<file path="config.mk">
export PLATFORM = sky130hd
export DESIGN_NAME = non_restoring_divider
export DESIGN_NICKNAME = d
export VERILOG_FILES = /design/src/nrd_pkg.sv /design/src/nrd_stage.sv /design/src/nrd_fix.sv /design/src/non_restoring_divider.sv
export SDC_FILE = /design/constraint.sdc
export NUM_CORES = 1
export LEC_CHECK = 0
export BUFFER_PORTS_ARGS = -buffer_cell sky130_fd_sc_hd__buf_2
export CAP_MARGIN = 20
export CORE_MARGIN = 4
export CORE_UTILIZATION = 54
export CTS_CLUSTER_SIZE = 24
export DETAILED_ROUTE_END_ITERATION = 12
export GPL_TIMING_DRIVEN = 0
export PLACE_DENSITY = 0.7
export SYNTH_ARGS = -nofsm -noshare
export SYNTH_HDL_FRONTEND = slang
export SYNTH_SLANG_ARGS = --single-unit
</file>
<file path="constraint.sdc">
create_clock -name clk_i -period 6.9 [get_ports clk_i]
set_clock_uncertainty 0.15 [all_clocks]
set_input_delay 1.38 -clock clk_i [delete_from_list [all_inputs] [get_ports clk_i]]
set_output_delay 1.38 -clock clk_i [all_outputs]
set_load 0.01 [all_outputs]
</file>
<file path="src/nrd_pkg.sv">
// nrd_pkg: widths, stage record type and field conversion helpers for the
// non-restoring divider. No dependencies.
package nrd_pkg;

  localparam int unsigned WIDTH = 16;
  localparam int unsigned FieldW = 16;
  // signed partial remainder: magnitude stays below twice the divisor
  localparam int unsigned RemW = WIDTH + 2;
  localparam int unsigned WideW = (WIDTH > FieldW) ? WIDTH : FieldW;

  typedef struct packed {
    logic signed [RemW-1:0] part;
    logic [WIDTH-1:0]       qreg;
    logic [WIDTH-1:0]       den;
    logic                   dbz;
  } stage_t;

  function automatic logic [WIDTH-1:0] from_field(input logic [FieldW-1:0] f);
    logic [WideW-1:0] tmp;
    tmp = WideW'(f);
    return tmp[WIDTH-1:0];
  endfunction

  function automatic logic [FieldW-1:0] to_field(input logic [WIDTH-1:0] v);
    logic [WideW-1:0] tmp;
    tmp = WideW'(v);
    return tmp[FieldW-1:0];
  endfunction

endpackage

</file>
<file path="src/nrd_stage.sv">
// nrd_stage: one registered non-restoring iteration (shift, add or subtract,
// quotient bit) with elastic handshake. Depends on nrd_pkg.
module nrd_stage (
  input  logic            clk_i,
  input  logic            rst_ni,
  input  logic            in_valid_i,
  input  nrd_pkg::stage_t in_data_i,
  output logic            in_ready_o,
  output logic            out_valid_o,
  output nrd_pkg::stage_t out_data_o,
  input  logic            out_ready_i
);
  import nrd_pkg::*;

  logic            valid_q;
  stage_t          data_q;
  stage_t          data_d;
  logic [RemW-1:0] shifted;
  logic [RemW-1:0] den_ext;
  logic [RemW-1:0] next_part;

  assign den_ext = RemW'(in_data_i.den);
  assign shifted = {in_data_i.part[RemW-2:0], in_data_i.qreg[WIDTH-1]};

  always_comb begin
    // subtract when the previous remainder was non-negative, else add back
    if (!in_data_i.part[RemW-1]) begin
      next_part = shifted - den_ext;
    end else begin
      next_part = shifted + den_ext;
    end
    data_d      = in_data_i;
    data_d.part = next_part;
    data_d.qreg = {in_data_i.qreg[WIDTH-2:0], ~next_part[RemW-1]};
  end

  assign in_ready_o = !valid_q || out_ready_i;

  always_ff @(posedge clk_i or negedge rst_ni) begin
    if (!rst_ni) begin
      valid_q <= 1'b0;
    end else if (in_ready_o) begin
      valid_q <= in_valid_i;
    end
  end

  always_ff @(posedge clk_i) begin
    if (in_ready_o && in_valid_i) begin
      data_q <= data_d;
    end
  end

  assign out_valid_o = valid_q;
  assign out_data_o  = data_q;

endmodule

</file>
<file path="src/nrd_fix.sv">
// nrd_fix: output register with final remainder correction and zero-divisor
// handling. Depends on nrd_pkg.
module nrd_fix (
  input  logic                       clk_i,
  input  logic                       rst_ni,
  input  logic                       in_valid_i,
  input  nrd_pkg::stage_t            in_data_i,
  output logic                       in_ready_o,
  output logic                       out_valid_o,
  input  logic                       out_stall_i,
  output logic [nrd_pkg::FieldW-1:0] quotient_o,
  output logic [nrd_pkg::FieldW-1:0] remainder_o,
  output logic                       divide_by_zero_o
);
  import nrd_pkg::*;

  logic              valid_q;
  logic [FieldW-1:0] quo_q;
  logic [FieldW-1:0] rem_q;
  logic              dbz_q;
  logic [FieldW-1:0] quo_d;
  logic [FieldW-1:0] rem_d;
  logic [RemW-1:0]   fixed;

  always_comb begin
    if (in_data_i.part[RemW-1]) begin
      fixed = in_data_i.part + RemW'(in_data_i.den);
    end else begin
      fixed = in_data_i.part;
    end
    if (in_data_i.dbz) begin
      quo_d = '0;
      rem_d = '0;
    end else begin
      quo_d = to_field(in_data_i.qreg);
      rem_d = to_field(fixed[WIDTH-1:0]);
    end
  end

  assign in_ready_o = !valid_q || !out_stall_i;

  always_ff @(posedge clk_i or negedge rst_ni) begin
    if (!rst_ni) begin
      valid_q <= 1'b0;
    end else if (in_ready_o) begin
      valid_q <= in_valid_i;
    end
  end

  always_ff @(posedge clk_i) begin
    if (in_ready_o && in_valid_i) begin
      quo_q <= quo_d;
      rem_q <= rem_d;
      dbz_q <= in_data_i.dbz;
    end
  end

  assign out_valid_o      = valid_q;
  assign quotient_o       = quo_q;
  assign remainder_o      = rem_q;
  assign divide_by_zero_o = dbz_q;

endmodule

</file>
<file path="src/non_restoring_divider.sv">
// non_restoring_divider: pipelined unsigned non-restoring divider, one stage
// per quotient bit plus a correction stage. Depends on nrd_pkg, nrd_stage, nrd_fix.
//
//   channel   direction  handshake              payload
//   request   in         in_valid_i/in_stall_o   dividend_i, divisor_i
//   result    out        out_valid_o/out_stall_i quotient_o, remainder_o,
//                                                divide_by_zero_o
//
// one request per cycle while in_stall_o is low; WIDTH iteration stages, each
// one add/subtract of WIDTH + 2 bits, then the correction/output register.
// reset clears every stage valid bit; data registers are not reset.
// a stall fills empty stages first: in_stall_o rises only when every stage
// holds a request, and it follows out_stall_i through the ready chain.
module non_restoring_divider (
  input  logic                       clk_i,
  input  logic                       rst_ni,
  input  logic                       in_valid_i,
  output logic                       in_stall_o,
  input  logic [nrd_pkg::FieldW-1:0] dividend_i,
  input  logic [nrd_pkg::FieldW-1:0] divisor_i,
  output logic                       out_valid_o,
  input  logic                       out_stall_i,
  output logic [nrd_pkg::FieldW-1:0] quotient_o,
  output logic [nrd_pkg::FieldW-1:0] remainder_o,
  output logic                       divide_by_zero_o
);
  import nrd_pkg::*;

  logic [WIDTH:0] stg_valid;
  logic [WIDTH:0] stg_ready;
  stage_t         stg_data [WIDTH+1];

  always_comb begin
    stg_data[0].part = '0;
    stg_data[0].qreg = from_field(dividend_i);
    stg_data[0].den  = from_field(divisor_i);
    stg_data[0].dbz  = (from_field(divisor_i) == '0);
  end
  assign stg_valid[0] = in_valid_i;
  assign in_stall_o   = !stg_ready[0];

  for (genvar k = 0; k < WIDTH; k++) begin : g_stage
    nrd_stage u_stage (
      .clk_i      (clk_i),
      .rst_ni     (rst_ni),
      .in_valid_i (stg_valid[k]),
      .in_data_i  (stg_data[k]),
      .in_ready_o (stg_ready[k]),
      .out_valid_o(stg_valid[k+1]),
      .out_data_o (stg_data[k+1]),
      .out_ready_i(stg_ready[k+1])
    );
  end

  nrd_fix u_fix (
    .clk_i           (clk_i),
    .rst_ni          (rst_ni),
    .in_valid_i      (stg_valid[WIDTH]),
    .in_data_i       (stg_data[WIDTH]),
    .in_ready_o      (stg_ready[WIDTH]),
    .out_valid_o     (out_valid_o),
    .out_stall_i     (out_stall_i),
    .quotient_o      (quotient_o),
    .remainder_o     (remainder_o),
    .divide_by_zero_o(divide_by_zero_o)
  );

  // with no downstream stall every stage can move
  a_no_stall_pass: assert property (@(posedge clk_i) disable iff (!rst_ni)
    !out_stall_i |-> !in_stall_o)
    else $error("input stalled while output is free");

  // input is only held back when the first stage is occupied
  a_stall_full: assert property (@(posedge clk_i) disable iff (!rst_ni)
    in_stall_o |-> stg_valid[1])
    else $error("input stalled with first stage empty");

  a_dbz_zero: assert property (@(posedge clk_i) disable iff (!rst_ni)
    (out_valid_o && divide_by_zero_o) |-> (quotient_o == '0 && remainder_o == '0))
    else $error("divide by zero result not cleared");

endmodule

</file>
### Word-level counts from Yosys, hierarchy flattened

Index checks and enable logic that the tools add are counted.

| storage, ports and cells | value |
|---|---|
| bits in registers | 866 |
| input port bits | 36 |
| output and inout bits | 35 |

| cells by class | value |
|---|---|
| add/sub/neg operators | 32 |
| multiplexer cells | 16 |
| bitwise logic cells | 16 |
| reductions and logical operators | 54 |

Operators with widths:

| cell | number |
|---|---|
| 18-bit by 16-bit adder with 18-bit output | 15 |
| 18-bit 2-to-1 mux | 15 |
| 18-bit by 16-bit subtractor with 18-bit output | 15 |
| 1-bit zero test | 19 |
| 1-bit logical AND | 17 |
| 1-bit logical OR | 17 |
| 1-bit by 16-bit subtractor with 17-bit output | 1 |
| 16-bit adder | 1 |
| 16-bit zero test | 1 |
| 16-bit 2-to-1 mux | 1 |
| 1-bit NOT | 16 |

### Logic depth before layout (Yosys ltp)

Gate-level depths: netlist (run 1).

| depth | value |
|---|---|
| depth in word-level cells | 19 |
| depth in mapped cells | 17 |
| depth with buffers taken out | 17 |

### By module

A second synthesis (run 1) with hierarchy kept.

| unflattened totals | value |
|---|---|
| cell total of the unflattened synthesis | 3,769 |
| area, all modules | 46,563.4 um^2 |

By module, submodules not included:

| module | times used | cells each | area each (um^2) |
|---|---|---|---|
| nrd_stage at g_stage[10].u_stage ... | 9 | 223 | 2,775.2 |
| nrd_stage at g_stage[12].u_stage ... | 3 | 213 | 2,727.6 |
| nrd_stage at g_stage[8].u_stage | 1 | 234 | 2,831.5 |
| nrd_stage at g_stage[9].u_stage | 1 | 234 | 2,813.9 |
| nrd_stage at g_stage[0].u_stage | 1 | 221 | 2,763.9 |
| nrd_stage at g_stage[7].u_stage | 1 | 217 | 2,737.6 |
| nrd_fix | 1 | 210 | 2,215.9 |
| non_restoring_divider | 1 | 7 | 41.3 |

### Worst setup path after synthesis (run 1)

No wires, ideal clock.

| timing path | value |
|---|---|
| kind | in2reg |
| start | in out_stall_i |
| end | reg g_stage[4].u_stage.data_q, in the netlist g_stage[4].u_stage.out_data_o[0] (enable) |
| arrival time | 5,766 ps |
| data required time | 6,212 ps |
| setup slack | 446 ps |
| stages | 6 |
| path through | nand4_1 inv_1 and3_1 nand3_1 nor2_1 a21boi_0 |

| between the ends | value |
|---|---|
| cells in the longest elaborated chain, start to end | 15 |

RTL lines:

| item | RTL line | RTL |
|---|---|---|
| from (decl) | non_restoring_divider.sv:22 | `input logic out_stall_i,` |
| 1-bit zero test | nrd_fix.sv:40 | `assign in_ready_o = !valid_q \|\| !out_stall_i;` |
| 1-bit logical OR | nrd_fix.sv:40 |  |
| 1-bit logical OR (12 in series) | nrd_stage.sv:37 | `assign in_ready_o = !valid_q \|\| out_ready_i;` |
| 1-bit logical AND | nrd_stage.sv:48 | `if (in_ready_o && in_valid_i) begin` |
| to (signal assigned) | nrd_stage.sv:49 | `data_q <= data_d;` |
| to (decl) | nrd_stage.sv:16 | `stage_t data_q;` |

Every way passes these cells.
A chain may end at the register's enable or synchronous reset.

### Worst setup path in the final report (run 1)

| timing path | value |
|---|---|
| start | in out_stall_i |
| end | out in_stall_o |

| between the ends | value |
|---|---|
| cells in the longest elaborated chain, start to end | 19 |

RTL lines:

| item | RTL line | RTL |
|---|---|---|
| 1-bit zero test | nrd_fix.sv:40 |  |
| 1-bit logical OR | nrd_fix.sv:40 |  |
| 1-bit logical OR (16 in series) | nrd_stage.sv:37 |  |
| 1-bit zero test | non_restoring_divider.sv:40 | `assign in_stall_o = !stg_ready[0];` |
| to (decl) | non_restoring_divider.sv:18 | `output logic in_stall_o,` |

Every way passes these cells.

==> results of run 1 <==
kinds of logic after synthesis:
logic type                 Yosys count
AOI/OAI and AO/OA                  725
xor gates and xnor gates           489
adders and majority gates          303
buffers and inverters              160
DFF                                864
muxes                               24
and+or+nand+nor                    747
cell usage after synthesis, types with 3 or more instances:
cell	instances	area (µm²)
edfxtp_1	847	25400
nor2_1	290	1090
ha_1	287	3590
xor2_1	267	2340
a21oi_1	249	1250
xnor2_1	222	1940
o21ai_0	128	641
inv_1	125	469
a21o_1	107	803
nand2_1	102	383
nor3_1	86	430
nor2b_1	45	282
nand2b_1	44	275
o21a_1	43	323
o21bai_1	43	323
nor4_1	37	231
clkbuf_1	34	128
a211oi_1	31	233
nand3_1	30	150
a31oi_1	21	131
o211ai_1	20	150
a31o_2	18	158
dfrtp_1	17	425
or3_1	17	106
fa_1	16	320
mux2_2	16	180
and3_1	14	87.6
and2_1	13	81.3
nor3b_1	13	97.6
a2111oi_0	10	87.6
nand4_1	10	62.6
o21ba_2	10	100
a211o_1	9	78.8
a41oi_1	9	78.8
or4_1	9	67.6
a21boi_0	8	60.1
mux2i_1	8	80.1
or2_2	8	50.1
and4_1	7	61.3
nand3b_1	7	52.6
o31ai_1	4	30.0
a2111o_1	3	33.8
nor4b_1	3	26.3
o31a_1	3	26.3
area by class of cell:
cell class / count / area, µm² / area share, %
repair buffers: 87 / 691 / 1.43
clock buffers: 110 / 2380 / 4.94
flip-flops and latches: 864 / 25900 / 53.7
inverters: 125 / 469 / 0.974
multi-input cells: 2288 / 16800 / 34.8
clock inverters: 55 / 561 / 1.16
plain buffers: 35 / 131 / 0.273
well taps: 1050 / 1310 / 2.73
registers in the layout (all words and copies together) (netlist names):
| register | count |
|---|---|
| g_stage.u_stage.out_valid_o | 16 |
| u_fix.quotient_o | 16 |
| u_fix.remainder_o | 16 |
| u_fix.divide_by_zero_o | 1 |
| u_fix.out_valid_o | 1 |
| g_stage.u_stage.out_data_o | 814 |
cell usage in the layout (no fill, tap or decap), types with 13 or more instances in the layout:
master     count
nand2_1      102
nor4_1        37
inv_1        125
nor3_1        86
mux2_2        16
nor2b_1       40
and3_1        14
edfxtp_1     847
or3_1         17
xor2_1       267
nand3_1       30
buf_2         70
nor2_1       290
nand2b_1      44
ha_1         287
a31o_2        18
clkbuf_1      50
o21a_1        43
a31oi_1       21
clkinv_1      15
dfrtp_1       17
nor3b_1       13
fa_1          16
o211ai_1      20
clkbuf_16     91
a211oi_1      31
o21ai_0      128
xnor2_1      222
a21o_1       107
o21bai_1      43
buf_12        17
clkinv_2      19
a21oi_1      249
per-layer routing:
layer	vias to the layer above	track usage (%)	routed length [µm]
met5	-	0	0
met3	126	2.35	2540
met2	450	33.0	40600
met4	0	5.63	1800
li1	12700	-	-
met1	12500	23.1	33600
worst min-delay path by stage:
stage,end,cells after the start,slack [ps]
after floorplan,g_stage[10].u_stage.out_data_o[0]$_DFFE_PP_,0,250
after global placement,g_stage[6].u_stage.out_data_o[0]$_DFFE_PP_,0,250
after detailed placement,g_stage[10].u_stage.out_data_o[0]$_DFFE_PP_,0,250
after CTS,g_stage[3].u_stage.out_data_o[18]$_DFFE_PP_,0,260
after global routing,g_stage[3].u_stage.out_data_o[18]$_DFFE_PP_,0,260
final,g_stage[3].u_stage.out_data_o[18]$_DFFE_PP_,0,260
power by group:
group          internal [mW]  switching [mW]
clock network           2.77            1.98
logic                   5.30            6.57
registers               8.21           0.643
==> flow_metrics.env, run 1 <==
export IMPL_row_count=103
export IMPL_cts_tree="built"
export IMPL_irDropWorstVdd_uv=251
export IMPL_gp_congestion=0.904
export IMPL_synthAdderAreaFrac_pct=9.06
export IMPL_rsz0062_at_grt="false"
export IMPL_cp_arrival_ps=3250
export IMPL_synth_seq_cells=864
export IMPL_slew_violations=0
export IMPL_grt_max_degree=45
export IMPL_synth_nets=3651
export IMPL_endpoint="in_stall_o"
export IMPL_dp_slack_ps=2120
export IMPL_cp_slowest_stage_delay_ps=550
export IMPL_crit_required_ps=5370
export IMPL_cts_sinks=864
export IMPL_wl_per_cell_um=17.0
export IMPL_synthMuxAreaShare_pct=0.603
export IMPL_clockRootBuffer="clkbuf_16"
export IMPL_syn_area_um2=43200
export IMPL_ant_nets=0
export IMPL_powerDensity_nw_per_um2=529
export IMPL_finalCritPeriodShare_pct=69.3
export IMPL_cp_num_cells=9
export IMPL_drc=0
export IMPL_grt_pass1_vias=26200
export IMPL_grt_util_all_layers_pct=18.3
export IMPL_cp_end_kind="output pin"
export IMPL_drive_gt1_share_pct=8.36
export IMPL_p_total_mw=25.5
export IMPL_synthCells=3312
export IMPL_reg2reg_depth=14
export IMPL_io_pins=71
export IMPL_yosys_warnings=0
export IMPL_port_buffers=70
export IMPL_synthArstFlopShare_pct=1.97
export IMPL_dieHeight_um=291
export IMPL_cts_repair_resized=0
export IMPL_synth_top_family_by_area="compound AO/OA/AOI/OAI gates"
export IMPL_num_vias=25800
export IMPL_hold_viol=0
export IMPL_hold_path_class="register to register"
export IMPL_fillers=6100
export IMPL_area_growth_syn_to_layout_pct=11.6
export IMPL_placedCellCount=4449
export IMPL_path_buf_inv=4
export IMPL_synth_area_per_cell_um2=13.0
export IMPL_timing_rr_start="g_stage[6].u_stage.out_data_o[1]$_DFFE_PP_"
export IMPL_cts_buffer_depth=3
export IMPL_drt_pass1_iter_count=5
export IMPL_synthSimpleGateAreaFrac_pct=8.50
export IMPL_critPathMaxFanout=6
export IMPL_synth_edff_count=847
export IMPL_relSlewSlack_pct=43.3
export IMPL_min_period_ps=4780
export IMPL_cp_start_kind="input pin"
export IMPL_r2r_end="g_stage[7].u_stage.out_data_o[17]$_DFFE_PP_"
export IMPL_postLayoutCoreUtil_pct=60.9
export IMPL_postLayoutCellArea_um2=48200
export IMPL_post_cts_setup_buffers=0
export IMPL_die_area_um2=84500
export IMPL_synth_compound_area_share_pct=10.6
export IMPL_hpwl_um=59100
export IMPL_synth_xor_area_share_pct=9.92
export IMPL_critPathLaunch="out_stall_i"
export IMPL_ys_flop_type="edfxtp_1"
export IMPL_antenna_found_initial=0
export IMPL_worst_pin_slew_ps=843
export IMPL_fp_coreArea_um2=79100
export IMPL_setup_viol=0
export IMPL_insertion_delay_ps=640
export IMPL_drv_cap=0
export IMPL_grt_pass1_wl_um=130000
export IMPL_n_antenna_cell=0
export IMPL_final_nets=3830
export IMPL_clk_pin_slew_worst_paths_ps=60
export IMPL_instances_no_fill=4614
export IMPL_cp_cell_sequence="buf_2, nand4_1, inv_1, and3_1, nand3_1, nor3_1, nand3_1, inv_1, buf_2"
export IMPL_min_from="g_stage[2].u_stage.out_data_o[17]$_DFFE_PP_"
export IMPL_ctsHoldBuffers=0
export IMPL_reg2reg_slack_ps=2390
export IMPL_leakage_nw=18.4
export IMPL_max_freq_mhz=209
export IMPL_initial_core_util_pct=54.6
export IMPL_holdWs_ps=258
export IMPL_routed_wirelength_um=78500
export IMPL_cts_buffers=90
export IMPL_critical_path_class="input pin to output pin"
export IMPL_critPathTopFamily="simple AND/OR/NAND/NOR gates"
export IMPL_status="complete, no violations"
export IMPL_die_x_um=291
export IMPL_tns_ps=0
export IMPL_htreeDepth=3
export IMPL_synth_cell_types=64
export IMPL_drtIter0Drc=1327
export IMPL_yosysSeqAreaShare_pct=59.9
export IMPL_gr_total_overflow=0
export IMPL_worst_slack_ps=2120
export IMPL_dpl_cell_area_um2=45300
export IMPL_routed_via_density=5.58
export IMPL_slowest_stage="nor3_1"
No activity file was read; power rests on OpenSTA's default activity.
==> run 2, diff against run 1 <==
Settings changed: PLACE_DENSITY 0.7 to 0.73.
Clock period 6.9 ns to 3.92 ns, I/O delays scaled along.
==> flow_metrics.env, run 2 (synthesized netlist as in run 1, its figures left out) <==
export IMPL_drtIter0Drc=1436
export IMPL_fp_coreArea_um2=79100
export IMPL_hpwl_um=59600
export IMPL_insertion_delay_ps=640
export IMPL_min_period_ps=3800
export IMPL_status="complete, no violations"
export IMPL_postLayoutCellArea_um2=49200
export IMPL_leakage_nw=18.9
export IMPL_cp_start_kind="register"
export IMPL_hold_viol=0
export IMPL_crit_required_ps=4150
export IMPL_wl_per_cell_um=17.5
export IMPL_worst_pin_slew_ps=929
export IMPL_grt_max_degree=44
export IMPL_dp_slack_ps=-577
export IMPL_holdWs_ps=166
export IMPL_cts_buffer_depth=3
export IMPL_dpl_cell_area_um2=45300
export IMPL_n_antenna_cell=0
export IMPL_setup_viol=0
export IMPL_grt_util_all_layers_pct=18.8
export IMPL_layout_common_cells="847 x edfxtp_1, 287 x nor2_1, 285 x ha_1"
export IMPL_critical_path_class="register to register"
export IMPL_max_freq_mhz=263
export IMPL_die_area_um2=84500
export IMPL_routed_wirelength_um=81300
export IMPL_gr_total_overflow=0
export IMPL_hold_path_class="input pin to register"
export IMPL_grt_pass1_wl_um=131000
export IMPL_largest_reg_flops=814
export IMPL_slew_violations=0
export IMPL_port_buffers=70
export IMPL_dieHeight_um=291
export IMPL_worst_slack_ps=120
export IMPL_io_pins=71
export IMPL_drv_cap=0
export IMPL_gp_congestion=0.877
export IMPL_cts_buffers=89
export IMPL_p_total_mw=46.4
export IMPL_clockRootBuffer="clkbuf_16"
export IMPL_area_growth_syn_to_layout_pct=14.0
export IMPL_row_count=103
export IMPL_drt_pass1_iter_count=5
export IMPL_relSlewSlack_pct=37.9
export IMPL_cts_sinks=864
export IMPL_irDropWorstVdd_uv=447
export IMPL_powerDensity_nw_per_um2=944
export IMPL_grt_pass1_vias=25200
export IMPL_antenna_found_initial=1
export IMPL_finalCritPeriodShare_pct=97.0
export IMPL_die_x_um=291
export IMPL_clk_pin_slew_worst_paths_ps=60
export IMPL_fillers=5962
export IMPL_final_common_cell="edfxtp_1"
export IMPL_cp_end_kind="register"
export IMPL_cts_tree="built"
export IMPL_drive_gt1_share_pct=12.3
export IMPL_num_vias=25800
export IMPL_drc=0
export IMPL_initial_core_util_pct=54.6
export IMPL_htreeDepth=3
export IMPL_routed_via_density=5.55
export IMPL_critPathMaxFanout=4
export IMPL_ant_nets=0
export IMPL_final_nets=3854
export IMPL_cp_arrival_ps=4030
run 2: cell count changes in the layout (fill, tap and decap cells not counted), moves of 9 or more:
cell and delta:
a41oi_1 -9, buf_4 +35, nor3_2 +12, o21ai_1 +12, a211oi_1 -11, nor3_1 -13, o21ai_0 -15, clkbuf_1 -30
a21oi_2 +16, clkbuf_2 +13, a211oi_2 +10, a41oi_2 +9, a21oi_1 -18
run 2: report_power, final:
group          internal, mW  switching [mW]
logic                  9.82            11.9
registers              14.5            1.39
clock network          5.33            3.55
total                  29.6            16.8
run 2: through the flow:
stage	TNS (ps)	util, %	std cells
5_1_grt	-172	62.2	4640
3_5_place_dp	-12200	57.2	4449
2_1_floorplan	0	-	3312
6_report	0	62.2	4640
4_1_cts	0	61.4	4619
3_3_place_gp	-259610	56.7	4432
run 2: path summary, 6_finish.rpt:
path	from	endpoint	slack [ps]	cells past startpoint
worst max-delay path	g_stage[10].u_stage.out_data_o[2]$_DFFE_PP_	g_stage[11].u_stage.out_data_o[50]$_DFFE_PP_	120	16
worst min register to register	g_stage[12].u_stage.out_data_o[0]$_DFFE_PP_	g_stage[13].u_stage.out_data_o[0]$_DFFE_PP_	260	0
min in group asynchronous	rst_ni	g_stage[4].u_stage.out_valid_o$_DFFE_PN0P_	520	2
worst min-delay path	dividend_i[0]	g_stage[0].u_stage.out_data_o[18]$_DFFE_PP_	170	1
max in group asynchronous	rst_ni	g_stage[15].u_stage.out_valid_o$_DFFE_PN0P_	2710	2
worst max register to register	g_stage[10].u_stage.out_data_o[2]$_DFFE_PP_	g_stage[11].u_stage.out_data_o[50]$_DFFE_PP_	120	16
run 2: timing repair:
item | in CTS | in global routing
hold endpoints to repair | 17 | 0
setup buffers | 5 | 30
endpoints found under the setup margin | 34 | 56
pin swaps | 5 | 26
resized for setup | 48 | 101
hold buffers | 1 | 0
run 2: metal layers:
layer	GRT usage, %	vias to the layer above	part of all wire, %
li1	-	12700	-
met1	24.7	12400	43
met2	33.1	448	51
met3	2.84	128	4.0
met4	4.40	0	2.0
met5	0	-	0
run 2: layout make-up:
type                            count  area [µm²]  area share [%]
Sequential cell                   864       25900            52.6
Timing Repair Buffer              123         963            1.96
Buffer                             24         106           0.216
Tap cell                         1050        1310            2.67
Inverter                          125         469           0.954
Multi-Input combinational cell   2288       17400            35.3
Clock inverter                     64         792            1.61
Clock buffer                      102        2320            4.71
run 2: worst max-delay path, cell delays in order, from the launching register on:
cell and delay [ps]:
edfxtp_1 440, inv_1 90, ha_1 160, nand2b_1 110, nor4_4 280, nor2b_4 240
a21oi_1 90, xor2_1 170, ha_1 360, nand2_1 160, nor2_4 70, a211oi_2 230
a21oi_2 100, a21oi_2 160, o21ai_2 90, a2111o_1 420, and4_1 200
==> run 3, diff against run 2 <==
Settings changed: REMOVE_ABC_BUFFERS set to 1.
==> flow_metrics.env, run 3 (synthesized netlist as in run 1, its figures left out) <==
export IMPL_status="complete, no violations"
export IMPL_irDropWorstVdd_uv=410
export IMPL_cts_buffer_depth=3
export IMPL_pwr_share_clk_pct=18.8
export IMPL_crit_required_ps=4130
export IMPL_worst_slack_ps=112
export IMPL_fillers=5910
export IMPL_cts_sinks=864
export IMPL_tns_ps=0
export IMPL_drv_cap=0
export IMPL_dpl_cell_area_um2=45200
export IMPL_drive_gt1_share_pct=12.8
export IMPL_initial_core_util_pct=54.6
export IMPL_routed_wirelength_um=79200
export IMPL_die_x_um=291
export IMPL_setup_viol=0
export IMPL_relSlewSlack_pct=40.5
export IMPL_fp_coreArea_um2=79100
export IMPL_grt_pass1_wl_um=128000
export IMPL_gr_total_overflow=0
export IMPL_n_antenna_cell=0
export IMPL_dieHeight_um=291
export IMPL_grt_util_all_layers_pct=18.3
export IMPL_port_buffers=70
export IMPL_powerDensity_nw_per_um2=936
export IMPL_ant_nets=0
export IMPL_hpwl_um=57100
export IMPL_clk_pin_slew_worst_paths_ps=60
export IMPL_drtIter0Drc=1428
export IMPL_worst_path_most_repeated_cell="xor2_1"
export IMPL_hold_viol=0
export IMPL_postLayoutCoreUtil_pct=62.3
export IMPL_seqCellArea_um2=25900
export IMPL_p_sw_share_pct=35.8
export IMPL_routed_via_density=5.49
export IMPL_seqPwrFrac_pct=34.4
export IMPL_slowest_stage="or4_4"
export IMPL_wl_per_cell_um=17.1
export IMPL_p_sw_mw=16.5
export IMPL_comb_power_share_pct=46.8
export IMPL_hold_path_class="input pin to register"
export IMPL_critical_path_class="register to register"
export IMPL_htreeDepth=3
export IMPL_final_common_cell="edfxtp_1"
export IMPL_gp_congestion=0.834
export IMPL_grt_max_degree=43
export IMPL_multi_input_area_um2=17400
export IMPL_slew_violations=0
export IMPL_largest_reg_flops=814
export IMPL_antenna_found_initial=0
export IMPL_min_period_ps=3810
export IMPL_drt_pass1_iter_count=5
export IMPL_postLayoutCellArea_um2=49300
export IMPL_rsz0062_at_grt="true"
export IMPL_insertion_delay_ps=640
export IMPL_cts_tree="built"
export IMPL_worst_pin_slew_ps=893
export IMPL_cp_cell_sequence="inv_2, ha_4, nand2b_4, or4_4, nor2b_4, xor2_1, ha_1, a2111oi_2, o21ai_1, a41oi_2, o211ai_1, a31o_2, a21oi_2, xor2_1"
export IMPL_grt_pass1_vias=25200
export IMPL_die_area_um2=84500
export IMPL_num_vias=25400
export IMPL_area_growth_syn_to_layout_pct=14.3
export IMPL_layout_common_cells="847 x edfxtp_1, 284 x nor2_1, 283 x ha_1"
export IMPL_drc=0
export IMPL_finalCritPeriodShare_pct=97.2
export IMPL_cp_end_kind="register"
export IMPL_cp_start_kind="register"
export IMPL_cp_slowest_stage_delay_ps=500
export IMPL_io_pins=71
export IMPL_p_int_mw=29.6
export IMPL_cts_buffers=90
export IMPL_final_nets=3851
export IMPL_row_count=103
export IMPL_cp_arrival_ps=4020
export IMPL_dp_slack_ps=-453
export IMPL_max_freq_mhz=263
export IMPL_clockRootBuffer="clkbuf_16"
export IMPL_p_total_mw=46.2
export IMPL_critPathMaxFanout=4
export IMPL_leakage_nw=18.9
==> run 3: timing repair <==
action / 4_1_cts / 5_1_grt
cloned: 0 / 0
setup buffers: 6 / 46
pin swaps: 3 / 39
gates resized for setup: 48 / 102
endpoints found under the setup margin: 35 / 42
endpoints found under the hold margin: 17 / 0
hold buffers: 1 / 0
==> run 3: final timing paths <==
kind	startpoint	endpoint	slack, ps	depth (start not counted)
setup / recovery	g_stage[9].u_stage.out_data_o[2]$_DFFE_PP_	g_stage[10].u_stage.out_data_o[17]$_DFFE_PP_	110	14
hold / removal	dividend_i[14]	g_stage[0].u_stage.out_data_o[32]$_DFFE_PP_	170	1
setup reg to reg	g_stage[9].u_stage.out_data_o[2]$_DFFE_PP_	g_stage[10].u_stage.out_data_o[17]$_DFFE_PP_	110	14
hold reg to reg	g_stage[6].u_stage.out_data_o[29]$_DFFE_PP_	g_stage[7].u_stage.out_data_o[30]$_DFFE_PP_	250	0
max in group asynchronous	rst_ni	g_stage[14].u_stage.out_valid_o$_DFFE_PN0P_	2670	2
min in group asynchronous	rst_ni	g_stage[0].u_stage.out_valid_o$_DFFE_PN0P_	530	2
==> run 3: area by class of cell <==
type,count,share of cell area [%]
clock buffers,115,4.97
clock inverters,48,1.18
inverters,125,0.951
multi-input cells,2288,35.4
flip-flops and latches,864,52.4
well taps,1050,2.66
repair buffers,143,2.48
==> run 3: metal layers <==
| metal | vias to the layer above | track usage, % | wire length (µm) |
|---|---|---|---|
| li1 | 12800 | - | - |
| met1 | 12200 | 23.7 | 34400 |
| met2 | 371 | 32.3 | 40400 |
| met3 | 123 | 2.72 | 2530 |
| met4 | 0 | 5.20 | 1910 |
| met5 | - | 0 | 0 |
==> run 3: metrics by stage <==
step | instances | hold slack (ps)
2_1_floorplan | 3277 | 250
3_3_place_gp | 4397 | 251
3_5_place_dp | 4417 | 255
4_1_cts | 4587 | 124
5_1_grt | 4633 | 138
6_report | 4633 | 173
==> run 3: critical path: cells and delay by family (launching register included) <==
family	cells	cell delay, ps
buf+inv	1	100
simple gates	3	700
flops	1	430
compound gates	6	1390
fa+ha+maj	2	510
xor+xnor	2	240
==> run 3: power by group through the flow <==
stage / combinational [mW] / clock, mW / sequential [mW]
6_report: 21.6 / 8.69 / 15.9
5_1_grt: 24.2 / 9.31 / 16.1
4_1_cts: 20.6 / 8.90 / 16.0
3_5_place_dp: 20.1 / 0 / 16.2
3_3_place_gp: 19.5 / 0 / 16.3
2_1_floorplan: 16.2 / 0 / 15.7
